[src/design/rplc_pkg.sv]
package rplc_pkg;

  // Control message codes.
  localparam logic [7:0] CODE_DIO = 8'd1;
  localparam logic [7:0] CODE_DAO = 8'd2;

  // Option type codes.
  localparam logic [7:0] TYPE_PAD1    = 8'd0;
  localparam logic [7:0] TYPE_CONF    = 8'd4;
  localparam logic [7:0] TYPE_TARGET  = 8'd5;
  localparam logic [7:0] TYPE_TRANSIT = 8'd6;
  localparam logic [7:0] TYPE_PREFIX  = 8'd8;

  // Option body lengths.
  localparam logic [7:0] LEN_CONF        = 8'd14;
  localparam logic [7:0] LEN_TARGET_MAX  = 8'd18;
  localparam logic [7:0] LEN_TRANSIT     = 8'd4;
  localparam logic [7:0] LEN_PARENT_ADDR = 8'd16;
  localparam logic [7:0] LEN_PREFIX      = 8'd30;

  // Verdict codes.
  localparam logic [1:0] VERDICT_OK          = 2'd0;
  localparam logic [1:0] VERDICT_NOT_ALLOWED = 2'd1;
  localparam logic [1:0] VERDICT_BAD_LEN     = 2'd2;
  localparam logic [1:0] VERDICT_TOTAL       = 2'd3;

  typedef struct packed {
    logic [7:0] data_byte;
    logic [7:0] msg_code;
    logic       last_byte;
    logic       empty_area;
  } in_item_t;

  typedef struct packed {
    logic [1:0] verdict;
    logic       is_valid;
  } out_item_t;

endpackage

[src/design/rplc_parser.sv]
module rplc_parser (
  input  logic                clk_i,
  input  logic                rst_ni,
  input  logic                cfg_we_i,
  input  logic                cfg_wdata_i,
  input  logic                step_i,
  input  rplc_pkg::in_item_t  item_i,
  output logic                res_valid_o,
  output rplc_pkg::out_item_t res_o
);

  localparam logic [1:0] PH_TYPE = 2'd0;
  localparam logic [1:0] PH_LEN  = 2'd1;
  localparam logic [1:0] PH_BODY = 2'd2;

  localparam logic [7:0] LEN_TRANSIT_SUM = rplc_pkg::LEN_TRANSIT + rplc_pkg::LEN_PARENT_ADDR;

  logic       nonstoring_mode_q;
  logic [1:0] phase_q, phase_d;
  logic [7:0] left_q, left_d;
  logic [7:0] type_q, type_d;
  logic [1:0] err_q, err_d;

  logic [1:0] opt_err;
  logic [1:0] err_next;
  logic [7:0] transit_len;
  logic [7:0] left_dec;
  logic       ends_clean;
  logic [1:0] verdict;

  assign transit_len = nonstoring_mode_q ? (LEN_TRANSIT_SUM) : rplc_pkg::LEN_TRANSIT;

  // Option rule check, applied when the length byte arrives.
  always_comb begin
    opt_err = rplc_pkg::VERDICT_OK;
    case (type_q)
      rplc_pkg::TYPE_CONF: begin
        if (item_i.msg_code != rplc_pkg::CODE_DIO) begin
          opt_err = rplc_pkg::VERDICT_NOT_ALLOWED;
        end else if (item_i.data_byte != rplc_pkg::LEN_CONF) begin
          opt_err = rplc_pkg::VERDICT_BAD_LEN;
        end
      end
      rplc_pkg::TYPE_PREFIX: begin
        if (item_i.msg_code != rplc_pkg::CODE_DIO) begin
          opt_err = rplc_pkg::VERDICT_NOT_ALLOWED;
        end else if (item_i.data_byte != rplc_pkg::LEN_PREFIX) begin
          opt_err = rplc_pkg::VERDICT_BAD_LEN;
        end
      end
      rplc_pkg::TYPE_TARGET: begin
        if (item_i.msg_code != rplc_pkg::CODE_DAO) begin
          opt_err = rplc_pkg::VERDICT_NOT_ALLOWED;
        end else if (item_i.data_byte > rplc_pkg::LEN_TARGET_MAX) begin
          opt_err = rplc_pkg::VERDICT_BAD_LEN;
        end
      end
      rplc_pkg::TYPE_TRANSIT: begin
        if (item_i.msg_code != rplc_pkg::CODE_DAO) begin
          opt_err = rplc_pkg::VERDICT_NOT_ALLOWED;
        end else if (item_i.data_byte != transit_len) begin
          opt_err = rplc_pkg::VERDICT_BAD_LEN;
        end
      end
      default: begin
        opt_err = rplc_pkg::VERDICT_OK;
      end
    endcase
  end

  assign left_dec = (left_q != 8'd0) ? (left_q - 8'd1) : 8'd0;

  always_comb begin
    phase_d     = phase_q;
    left_d      = left_q;
    type_d      = type_q;
    err_next    = err_q;
    ends_clean  = 1'b0;
    verdict     = rplc_pkg::VERDICT_OK;
    res_valid_o = 1'b0;

    unique case (phase_q)
      PH_LEN: begin
        if (err_q == rplc_pkg::VERDICT_OK) begin
          err_next = opt_err;
        end
        ends_clean = (item_i.data_byte == 8'd0);
        left_d     = item_i.data_byte;
        phase_d    = (item_i.data_byte == 8'd0) ? PH_TYPE : PH_BODY;
      end
      PH_BODY: begin
        ends_clean = (left_q == 8'd1);
        left_d     = left_dec;
        if (left_dec == 8'd0) begin
          phase_d = PH_TYPE;
        end
      end
      default: begin
        // The unused phase code parses as a type byte.
        if (item_i.data_byte == rplc_pkg::TYPE_PAD1) begin
          ends_clean = 1'b1;
          phase_d    = PH_TYPE;
        end else begin
          type_d  = item_i.data_byte;
          phase_d = PH_LEN;
        end
      end
    endcase

    err_d = err_next;
    if (err_next != rplc_pkg::VERDICT_OK) begin
      verdict = err_next;
    end else if (!ends_clean) begin
      verdict = rplc_pkg::VERDICT_TOTAL;
    end

    if (item_i.empty_area) begin
      verdict = rplc_pkg::VERDICT_OK;
    end

    // Any verdict ends the message and returns the parser to its start.
    if (item_i.empty_area || item_i.last_byte) begin
      res_valid_o = step_i;
      phase_d     = PH_TYPE;
      left_d      = 8'd0;
      type_d      = 8'd0;
      err_d       = rplc_pkg::VERDICT_OK;
    end
  end

  assign res_o.verdict  = verdict;
  assign res_o.is_valid = (verdict == rplc_pkg::VERDICT_OK);

  always_ff @(posedge clk_i or negedge rst_ni) begin
    if (!rst_ni) begin
      nonstoring_mode_q <= 1'b0;
      phase_q           <= PH_TYPE;
      left_q            <= 8'd0;
      type_q            <= 8'd0;
      err_q             <= rplc_pkg::VERDICT_OK;
    end else begin
      if (cfg_we_i) begin
        nonstoring_mode_q <= cfg_wdata_i;
      end
      if (step_i) begin
        phase_q <= phase_d;
        left_q  <= left_d;
        type_q  <= type_d;
        err_q   <= err_d;
      end
    end
  end

endmodule

[config.mk]
export PLATFORM = sky130hd
export DESIGN_NAME = rplc_parser
export DESIGN_NICKNAME = d
export VERILOG_FILES = /design/src/design/rplc_pkg.sv /design/src/design/rplc_parser.sv
export SDC_FILE = /design/constraint.sdc
export NUM_CORES = 1
export LEC_CHECK = 0
export BUFFER_PORTS_ARGS = -buffer_cell sky130_fd_sc_hd__buf_2
export CORE_ASPECT_RATIO = 1.1
export CORE_UTILIZATION = 45
export CTS_BUF_LIST = sky130_fd_sc_hd__clkbuf_2
export DETAILED_ROUTE_END_ITERATION = 10
export PLACE_DENSITY = 0.67
export SYNTH_ARGS = -nofsm -noshare
export SYNTH_HDL_FRONTEND = slang
export SYNTH_SLANG_ARGS = --single-unit
[constraint.sdc]
create_clock -name clk_i -period 4.15 [get_ports clk_i]
set_input_delay 0 -clock clk_i [delete_from_list [all_inputs] [get_ports clk_i]]
set_output_delay 0 -clock clk_i [all_outputs]
set_load 0.005 [all_outputs]
==> results of run 1 <==
==> worst max path at each step <==
stage / start / end / slack, ns / depth (start not counted)
2_1_floorplan: left_q[0] / left_q[6] / 2.21 / 6
3_3_place_gp: left_q[0] / left_q[6] / 2.14 / 6
3_5_place_dp: left_q[0] / left_q[6] / 2.10 / 6
4_1_cts: type_q[5] / res_o[0] / 1.85 / 6
5_1_grt: type_q[5] / res_o[0] / 1.67 / 6
6_report: type_q[5] / res_o[0] / 1.85 / 6
==> timing repair <==
item / 4_1_cts / 5_1_grt
endpoints found under the hold margin: 30 / 1
hold buffers: 11 / 1
resized for setup: 0 / 0
==> power by group through the flow <==
stage | combinational, mW | clock (mW) | sequential [mW]
6_report | 0.262 | 0.0891 | 0.281
5_1_grt | 0.293 | 0.101 | 0.288
4_1_cts | 0.260 | 0.0909 | 0.281
3_5_place_dp | 0.251 | 0 | 0.285
3_3_place_gp | 0.246 | 0 | 0.283
2_1_floorplan | 0.191 | 0 | 0.272
==> layer usage <==
metal / vias up / wire [um]
met4: 0 / 55
met5: - / 0
li1: 691 / -
met1: 677 / 1660
met2: 32 / 1990
met3: 6 / 119
==> layout make-up <==
cell class	count	area, um2	area share [%]
multi-input combinational	124	905	50.5
tap	34	42.5	2.38
clock buffer	3	15.0	0.839
inverter	12	45.0	2.52
clock inverter	1	7.51	0.419
timing repair buffer	38	250	14.0
sequential	21	526	29.4
==> state kept, by name, summed over array words and instances (netlist names) <==
register	flops
type_q	8
err_q	2
left_q	8
phase_q	2
nonstoring_mode_q	1
==> layout by cell type (no fill, tap or decap), types with 2 or more instances in the layout <==
cell type	Yosys	final
buf_2	1	26
dfrtp_1	21	21
a22o_1	16	16
nor2_1	14	14
inv_1	12	12
dlygate4sd3_1	0	12
nand2_1	5	5
a21oi_1	5	5
o21ai_0	5	5
nor2b_1	4	4
nand4_1	4	4
xor2_1	4	4
nand2b_1	4	4
nand3_1	4	4
o2bb2ai_1	4	4
ha_1	4	4
or4_1	3	3
and2_1	3	3
nor3_1	3	3
clkbuf_2	0	3
nor3b_1	2	2
a221oi_1	2	2
nor4_1	2	2
xnor2_1	2	2
and3_1	2	2
a211o_1	2	2
a41oi_1	2	2
a31oi_1	2	2
a22o_2	2	2
o31ai_1	2	2
==> metrics by stage <==
stage | hold slack, ns | std cells | worst slack (ns) | instance area (um2) | total power, mW
detailed placement | -0.0121 | 217 | 2.10 | 1650 | 0.535
CTS | 0.00994 | 232 | 1.85 | 1780 | 0.631
global placement | -0.0219 | 217 | 2.14 | 1650 | 0.529
global route | 0.121 | 233 | 1.67 | 1790 | 0.682
floorplan | -0.296 | 161 | 2.21 | 1490 | 0.463
finish | 0.108 | 233 | 1.85 | 1790 | 0.632
==> cell families after synthesis <==
logic type	after synthesis	share of synthesized area (%)
compound gates	54	29.5
xor+xnor	6	3.52
fa+ha+maj	4	3.36
buf+inv	16	4.11
flops	21	35.2
mux	1	0.755
simple gates	59	23.5
==> results_dict.tcl, run 1 <==
set metrics [dict create \
    drt_first_pass_iters 7 \
    buffer_ports.inserted 26 \
    violations "DRC" \
    fp.coreArea_um2 3100 \
    vias_per_cell 6.03 \
    average_cell_area_after_synthesis_um2 9.26 \
    antenna_found_initial 0 \
    critical-path-top-delay-family "simple AND/OR/NAND/NOR gates" \
    p_int_mw 0.383 \
    finalCoreUtilization_pct 57.7 \
    largest_net_degree_at_the_start_of_global_routing 22 \
    netlist_area_um2 1490 \
    path_max_fanout 3 \
    count_of_standard_cell_rows 21 \
    timing.critical_path.slowest_cell_delay_ns 0.46 \
    timing.critical_path.slowest_stage_cell "dfrtp_1" \
    synthMostInstantiatedCell "dfrtp_1" \
    fin_tns_setup_ns 0 \
    layout_worst_path_cycle_share_pct 55.4 \
    outcome "finished with violations" \
    worst_hold_path_type "in2async" \
    design.die.area_um2 3550 \
    worst_clock_skew_ns 0.0151 \
    grt_overflow 0 \
    post_synth_num_cell_types 51 \
    async_reset_ff_share_pct 100 \
    synth_enable_flop_cells 0 \
    power_density_nw_per_um2 353 \
    floorplan.initialDensity_pct 48.1 \
    ys.flop_type "dfrtp_1" \
    synth_seq_cells 21 \
    fin_crit_ns 2.30 \
    cts.sinks 21 \
    route.detailed.drc 7 \
    ys_top_cells_by_area "dfrtp_1 35%, a22o_1 9.4%, nor2_1 3.5%" \
    rsz0062_at_grt "no" \
    diodes 0 \
    cts-root-to-sink-buffers 2 \
    drive_above_1_share_pct 20.1 \
    ff2ff_setup_slack_ns 2.04 \
    postSynthCellCount 161 \
    groute.usage.overall_pct 22.9 \
    worst_setup_path_end_kind "output pin" \
    synth_nets 188 \
    grt_first_pass_wirelength_mm 6.37 \
    worstSetupPathType "reg2out" \
    cellLeakagePower_nw 0.784 \
    grt_pass1_vias 1360 \
    clock_power_share_pct 14.1 \
    synth_largest_area_cell "dfrtp_1" \
    grt_util_met2_pct 38.7 \
    tritoncts "done" \
    crit_path_start_kind "flop" \
    die_w_um 56.9 \
    power.ir.vdd_worst_mv 0.190 \
    relSlewSlack_pct 57.8 \
    wire_per_inst_um 16.4 \
    groute.layer.met1.usage_pct 29.4 \
    yosys-top-cells-count "21 x dfrtp_1, 16 x a22o_1, 14 x nor2_1" \
    worst_r2r_startpoint "left_q[0]" \
    globalRoute.busiestLayer "met2" \
    synth_top_cell_area_share_pct 35.2 \
    timing.rr.end "left_q[6]" \
    seq_area_frac_synth_pct 35.2 \
    cts_root_buffer "clkbuf_2" \
    hold_violations 0 \
    clock_tree.htree_level_count 1 \
    net-switching-power_mw 0.249 \
    dp_hpwl_mm 2.87 \
    gp_congestion 0.893 \
    cts_made_buffers 3 \
    insertion_delay_ns 0.33 \
    route.vias.total 1406 \
    timing.fmax_mhz 435 \
    timing.critical_path.buf_inv 1 \
    max-cap-violations 0 \
    crit_path_cell_trace "nor4_2, nand3b_1, or3_1, a22o_1, a31o_1, buf_2" \
    die_h_um 62.4 \
    crit_required_ns 4.15 \
    post_layout_nets 227 \
    setup_violations 0 \
    seqPwrFrac_pct 44.5 \
    io_count 27 \
    synthesis.yosys.warnings 0 \
    power_switching_share_pct 39.4 \
    n_fill_cell 283 \
    power.share.combinational_pct 41.4 \
    drt.antenna.violating_nets 0 \
    ff2ff_path_depth 6 \
    worst_slew_pin_slew_ns 0.631 \
    clk_pin_slew_worst_paths_ns 0.22 \
    drt_iter0_drc 64 \
    timing_max_transition_violations_final 0 \
    area_delta_synth_final_pct 20.1 \
    groute.layer.met3.usage_pct 3.11 \
    worst-endpoint-arrival_ns 2.30 \
    postCtsSetupBuffers 0 \
    detail_route.wirelength_mm 3.83 \
]
Note: power is estimated with default switching activity, not from simulation.
==> run 2: changes to the inputs <==
- PLACE_DENSITY: 0.67 -> 0.69
- clock period: 4.15 -> 2 ns (I/O delays scaled with it)
==> results_dict.tcl, run 2 (same netlist as run 1, synthesis figures left out) <==
set metrics [dict create \
    grt_first_pass_wirelength_mm 6.87 \
    worstSetupPathType "reg2out" \
    gp_congestion 0.975 \
    post_layout_nets 243 \
    antenna_found_initial 0 \
    largest_registers "left_q (8), type_q (8)" \
    fin_crit_ns 2.16 \
    most-common-layout-cells "26 x buf_2, 18 x dfrtp_1, 16 x a22o_1, 16 x buf_4, 13 x nor2_1" \
    clock_power_share_pct 11.8 \
    cellLeakagePower_nw 0.882 \
    cts_made_buffers 3 \
    seqPwrFrac_pct 38.7 \
    timing_max_transition_violations_final 0 \
    finalCoreUtilization_pct 64.2 \
    design.die.area_um2 3550 \
    drt_iter0_drc 78 \
    vias_per_cell 6.12 \
    final_cell_area_um2 1990 \
    grt_overflow 0 \
    p_int_mw 0.922 \
    power.share.combinational_pct 49.5 \
    fin_tns_setup_ns -0.370 \
    cts-root-to-sink-buffers 2 \
    worst_clock_skew_ns 0.00131 \
    net-switching-power_mw 0.579 \
    worst_setup_path_end_kind "output pin" \
    die_h_um 62.4 \
    dp_hpwl_mm 2.93 \
    placed_area_um2 1700 \
    diodes 0 \
    worst_slew_pin_slew_ns 0.510 \
    setup_slack_ns -0.163 \
    drt_first_pass_iters 7 \
    setup_violations 3 \
    route.vias.total 1525 \
    violations "DRC, setup timing" \
    insertion_delay_ns 0.32 \
    groute.usage.overall_pct 24.8 \
    drt.antenna.violating_nets 0 \
    buffer_ports.inserted 26 \
    io_count 27 \
    largest_net_degree_at_the_start_of_global_routing 22 \
    finalHoldWorstSlack_ns 0.0792 \
    timing.fmax_mhz 462 \
    path_max_fanout 3 \
    n_fill_cell 265 \
    crit_required_ns 2.00 \
    final-instance-count-excl-fill 249 \
    worst_hold_path_type "in2reg" \
    post-place-ws_ns 0.0363 \
    cts.sinks 21 \
    placed_cells 224 \
    outcome "finished with violations" \
    power.ir.vdd_worst_mv 0.434 \
    crit_path_start_kind "flop" \
    wire_per_inst_um 16.8 \
    rsz0062_at_grt "yes" \
    floorplan.initialDensity_pct 48.1 \
    clk_pin_slew_worst_paths_ns 0.20 \
    max-cap-violations 0 \
    fp.coreArea_um2 3100 \
    hold_violations 0 \
    drive_above_1_share_pct 33.0 \
    totalPowerFinal_mw 1.50 \
    layout_worst_path_cycle_share_pct 108 \
    clock_tree.htree_level_count 1 \
    power_density_nw_per_um2 754 \
    leading_cell_type_in_the_layout_fill_and_taps_excluded "buf_2" \
    power_switching_share_pct 38.6 \
    cts_root_buffer "clkbuf_2" \
    area_delta_synth_final_pct 33.6 \
    relSlewSlack_pct 65.7 \
    detail_route.wirelength_mm 4.19 \
    worst-endpoint-arrival_ns 2.16 \
    grt_pass1_vias 1490 \
    count_of_standard_cell_rows 21 \
    die_w_um 56.9 \
    tritoncts "done" \
    route.detailed.drc 6 \
]
==> run 2: final timing paths <==
| kind | endpoint | slack, ns | from | cells past startpoint |
|---|---|---|---|---|
| max in group asynchronous | type_q[3] | 1.50 | rst_ni | 2 |
| setup reg to reg | left_q[6] | 0.05 | left_q[0] | 6 |
| hold reg to reg | phase_q[0] | 0.58 | phase_q[0] | 1 |
| setup / recovery | res_o[0] | -0.16 | type_q[4] | 6 |
| min in group asynchronous | err_q[0] | 0.15 | rst_ni | 2 |
| hold / removal | left_q[0] | 0.08 | item_i[10] | 3 |
==> run 2: cell type report <==
cell class | count | area (um2) | area share (%)
flip-flops and latches | 21 | 529 | 26.6
multi-input cells | 124 | 985 | 49.4
clock inverters | 1 | 5.00 | 0.251
repair buffers | 54 | 370 | 18.6
clock buffers | 3 | 15.0 | 0.754
inverters | 12 | 45.0 | 2.26
well taps | 34 | 42.5 | 2.14
==> run 2: repair_timing <==
item / CTS / global route
hold endpoints to repair: 31 / 0
resized for setup: 9 / 9
hold buffers: 12 / 0
pin swaps: 6 / 1
setup endpoints to repair: 3 / 6
setup buffers: 5 / 4
==> run 2: power groups by stage <==
stage | clock, mW | combinational (mW) | sequential, mW
after floorplan | 0 | 0.396 | 0.565
after global placement | 0 | 0.538 | 0.581
after detailed placement | 0 | 0.562 | 0.586
after CTS | 0.182 | 0.666 | 0.578
after global routing | 0.197 | 0.811 | 0.592
final | 0.177 | 0.743 | 0.581
==> run 2: critical path, cell delays in order (launching register included) <==
cell and delay [ns]:
dfrtp_1 0.47, or4_4 0.55, nor2_4 0.13, a41oi_2 0.15
a22o_1 0.24, a31o_1 0.18, buf_2 0.12
==> run 2: layer usage <==
layer  GRT usage, %  vias up  part of all wire [%]
li1               -      730                     -
met1           28.9      738                    40
met2           45.1       51                    53
met3           2.69        6                   5.0
met4           10.7        0                   1.4
met5              0        -                     0
==> run 3: changes to the inputs <==
- CORE_UTILIZATION: 45 -> 52
- PLACE_DENSITY: 0.69 -> 0.78
==> results_dict.tcl, run 3 (same netlist as run 1, synthesis figures left out) <==
set metrics [dict create \
    outcome "finished with violations" \
    violations "setup timing" \
    largest_net_degree_at_the_start_of_global_routing 22 \
    drt.antenna.violating_nets 0 \
    die_h_um 58.2 \
    grt_first_pass_wirelength_mm 6.58 \
    grt_overflow 0 \
    drt_first_pass_iters 5 \
    detail_route.wirelength_mm 4.13 \
    diodes 0 \
    timing.fmax_mhz 460 \
    clk_pin_slew_worst_paths_ns 0.20 \
    cts.sinks 21 \
    worst_slew_pin_slew_ns 0.478 \
    power_density_nw_per_um2 740 \
    power.ir.vdd_worst_mv 0.570 \
    floorplan.initialDensity_pct 54.2 \
    route.vias.total 1521 \
    setup_slack_ns -0.176 \
    cts_made_buffers 3 \
    groute.usage.overall_pct 29.6 \
    worst_clock_skew_ns 0.00343 \
    cellLeakagePower_nw 0.859 \
    final-instance-count-excl-fill 243 \
    fp.coreArea_um2 2750 \
    max-cap-violations 0 \
    area_delta_synth_final_pct 31.5 \
    buffer_ports.inserted 26 \
    antenna_found_initial 0 \
    setup_violations 3 \
    placed_cells 223 \
    design.die.area_um2 3090 \
    worst_setup_path_end_kind "output pin" \
    hold_violations 0 \
    grt_util_met2_pct 54.6 \
    cts-root-to-sink-buffers 2 \
    fin_crit_ns 2.18 \
    totalPowerFinal_mw 1.45 \
    clock_tree.htree_level_count 1 \
    n_fill_cell 223 \
    post_layout_nets 238 \
    route.detailed.drc 0 \
    tritoncts "done" \
    gp_congestion 0.905 \
    worst-endpoint-arrival_ns 2.18 \
    largest_registers "left_q (8), type_q (8)" \
    crit_path_start_kind "flop" \
    ff2ff_path_depth 7 \
    worst_hold_path_type "in2reg" \
    die_w_um 53.1 \
    io_count 27 \
    groute.layer.met1.usage_pct 34.2 \
    vias_per_cell 6.26 \
    globalRoute.busiestLayer "met2" \
    leading_cell_type_in_the_layout_fill_and_taps_excluded "buf_2" \
    insertion_delay_ns 0.32 \
    hold_path_depth 3 \
    cts_root_buffer "clkbuf_2" \
    timing_max_transition_violations_final 0 \
    grt_pass1_vias 1452 \
    multi_input_combinational_cell_area_um2 993 \
    crit_required_ns 2.00 \
    worstSetupPathType "reg2out" \
    groute.layer.met3.usage_pct 3.67 \
    drt_iter0_drc 56 \
    wire_per_inst_um 17.0 \
    path_max_fanout 3 \
    rsz0062_at_grt "yes" \
    most-common-layout-cells "26 x buf_2, 19 x dfrtp_1, 16 x a22o_1, 13 x nor2_1, 12 x dlygate4sd3_1" \
    relSlewSlack_pct 67.8 \
    count_of_standard_cell_rows 20 \
    dp_hpwl_mm 2.90 \
    drive_above_1_share_pct 32.4 \
    layout_worst_path_cycle_share_pct 109 \
    ff_latch_area_um2 528 \
]
[run 3: cell count changes in the layout (fill, tap and decap cells not counted), sizes merged]
cell,delta
buf,-5
[run 3: cell type report]
cell class	instances	share of cell area, %
tap	33	2.11
inverter	12	2.30
timing repair buffer	49	17.0
sequential	21	26.9
clock inverter	1	0.255
clock buffer	3	0.766
multi-input combinational	124	50.7
[run 3: routing by layer]
metal,part of all wire [%],vias to the layer above
met5,0,-
met4,2.1,0
met3,5.1,11
met2,52,60
met1,40,737
li1,-,713
[run 3: worst paths after layout]
kind                             from         end  slack (ns)
min in group asynchronous      rst_ni   left_q[3]        0.14
max in group asynchronous      rst_ni   type_q[1]        1.51
hold reg to reg            phase_q[1]  phase_q[1]        0.57
setup reg to reg            left_q[1]  phase_q[1]        0.06
setup / recovery            type_q[5]    res_o[0]       -0.18
hold / removal             item_i[11]   left_q[1]        0.07
[run 3: metrics by stage]
stage	util, %	TNS (ns)	area (um2)	hold slack, ns	worst slack, ns
2_1_floorplan	-	0	1490	-0.296	0.0598
3_3_place_gp	61.7	0	1700	-0.0224	0.0955
3_5_place_dp	61.7	0	1700	-0.0120	0.0117
4_1_cts	69.2	-0.448	1910	0.0444	-0.176
5_1_grt	71.2	-0.689	1960	0.0595	-0.261
6_report	71.2	-0.376	1960	0.0695	-0.176
[run 3: where the power goes]
part | total [mW] | switching [mW] | internal (mW)
Sequential | 0.591 | 0.0962 | 0.495
Combinational | 0.680 | 0.345 | 0.336
Clock | 0.180 | 0.134 | 0.0453
Total | 1.45 | 0.575 | 0.876
[run 3: worst max-delay path: stages (launching register included)]
cell and delay [ns]:
dfrtp_1 0.48, nor4_4 0.33, nand3b_1 0.12, or3_4 0.35
a22o_1 0.27, a31o_1 0.17, buf_2 0.12
[run 3: repair_timing]
action,4_1_cts,5_1_grt
hold buffers,12,0
pin swaps,5,5
endpoints found under the setup margin,5,6
hold endpoints to repair,31,0
resized for setup,9,11
buffers inserted,3,1
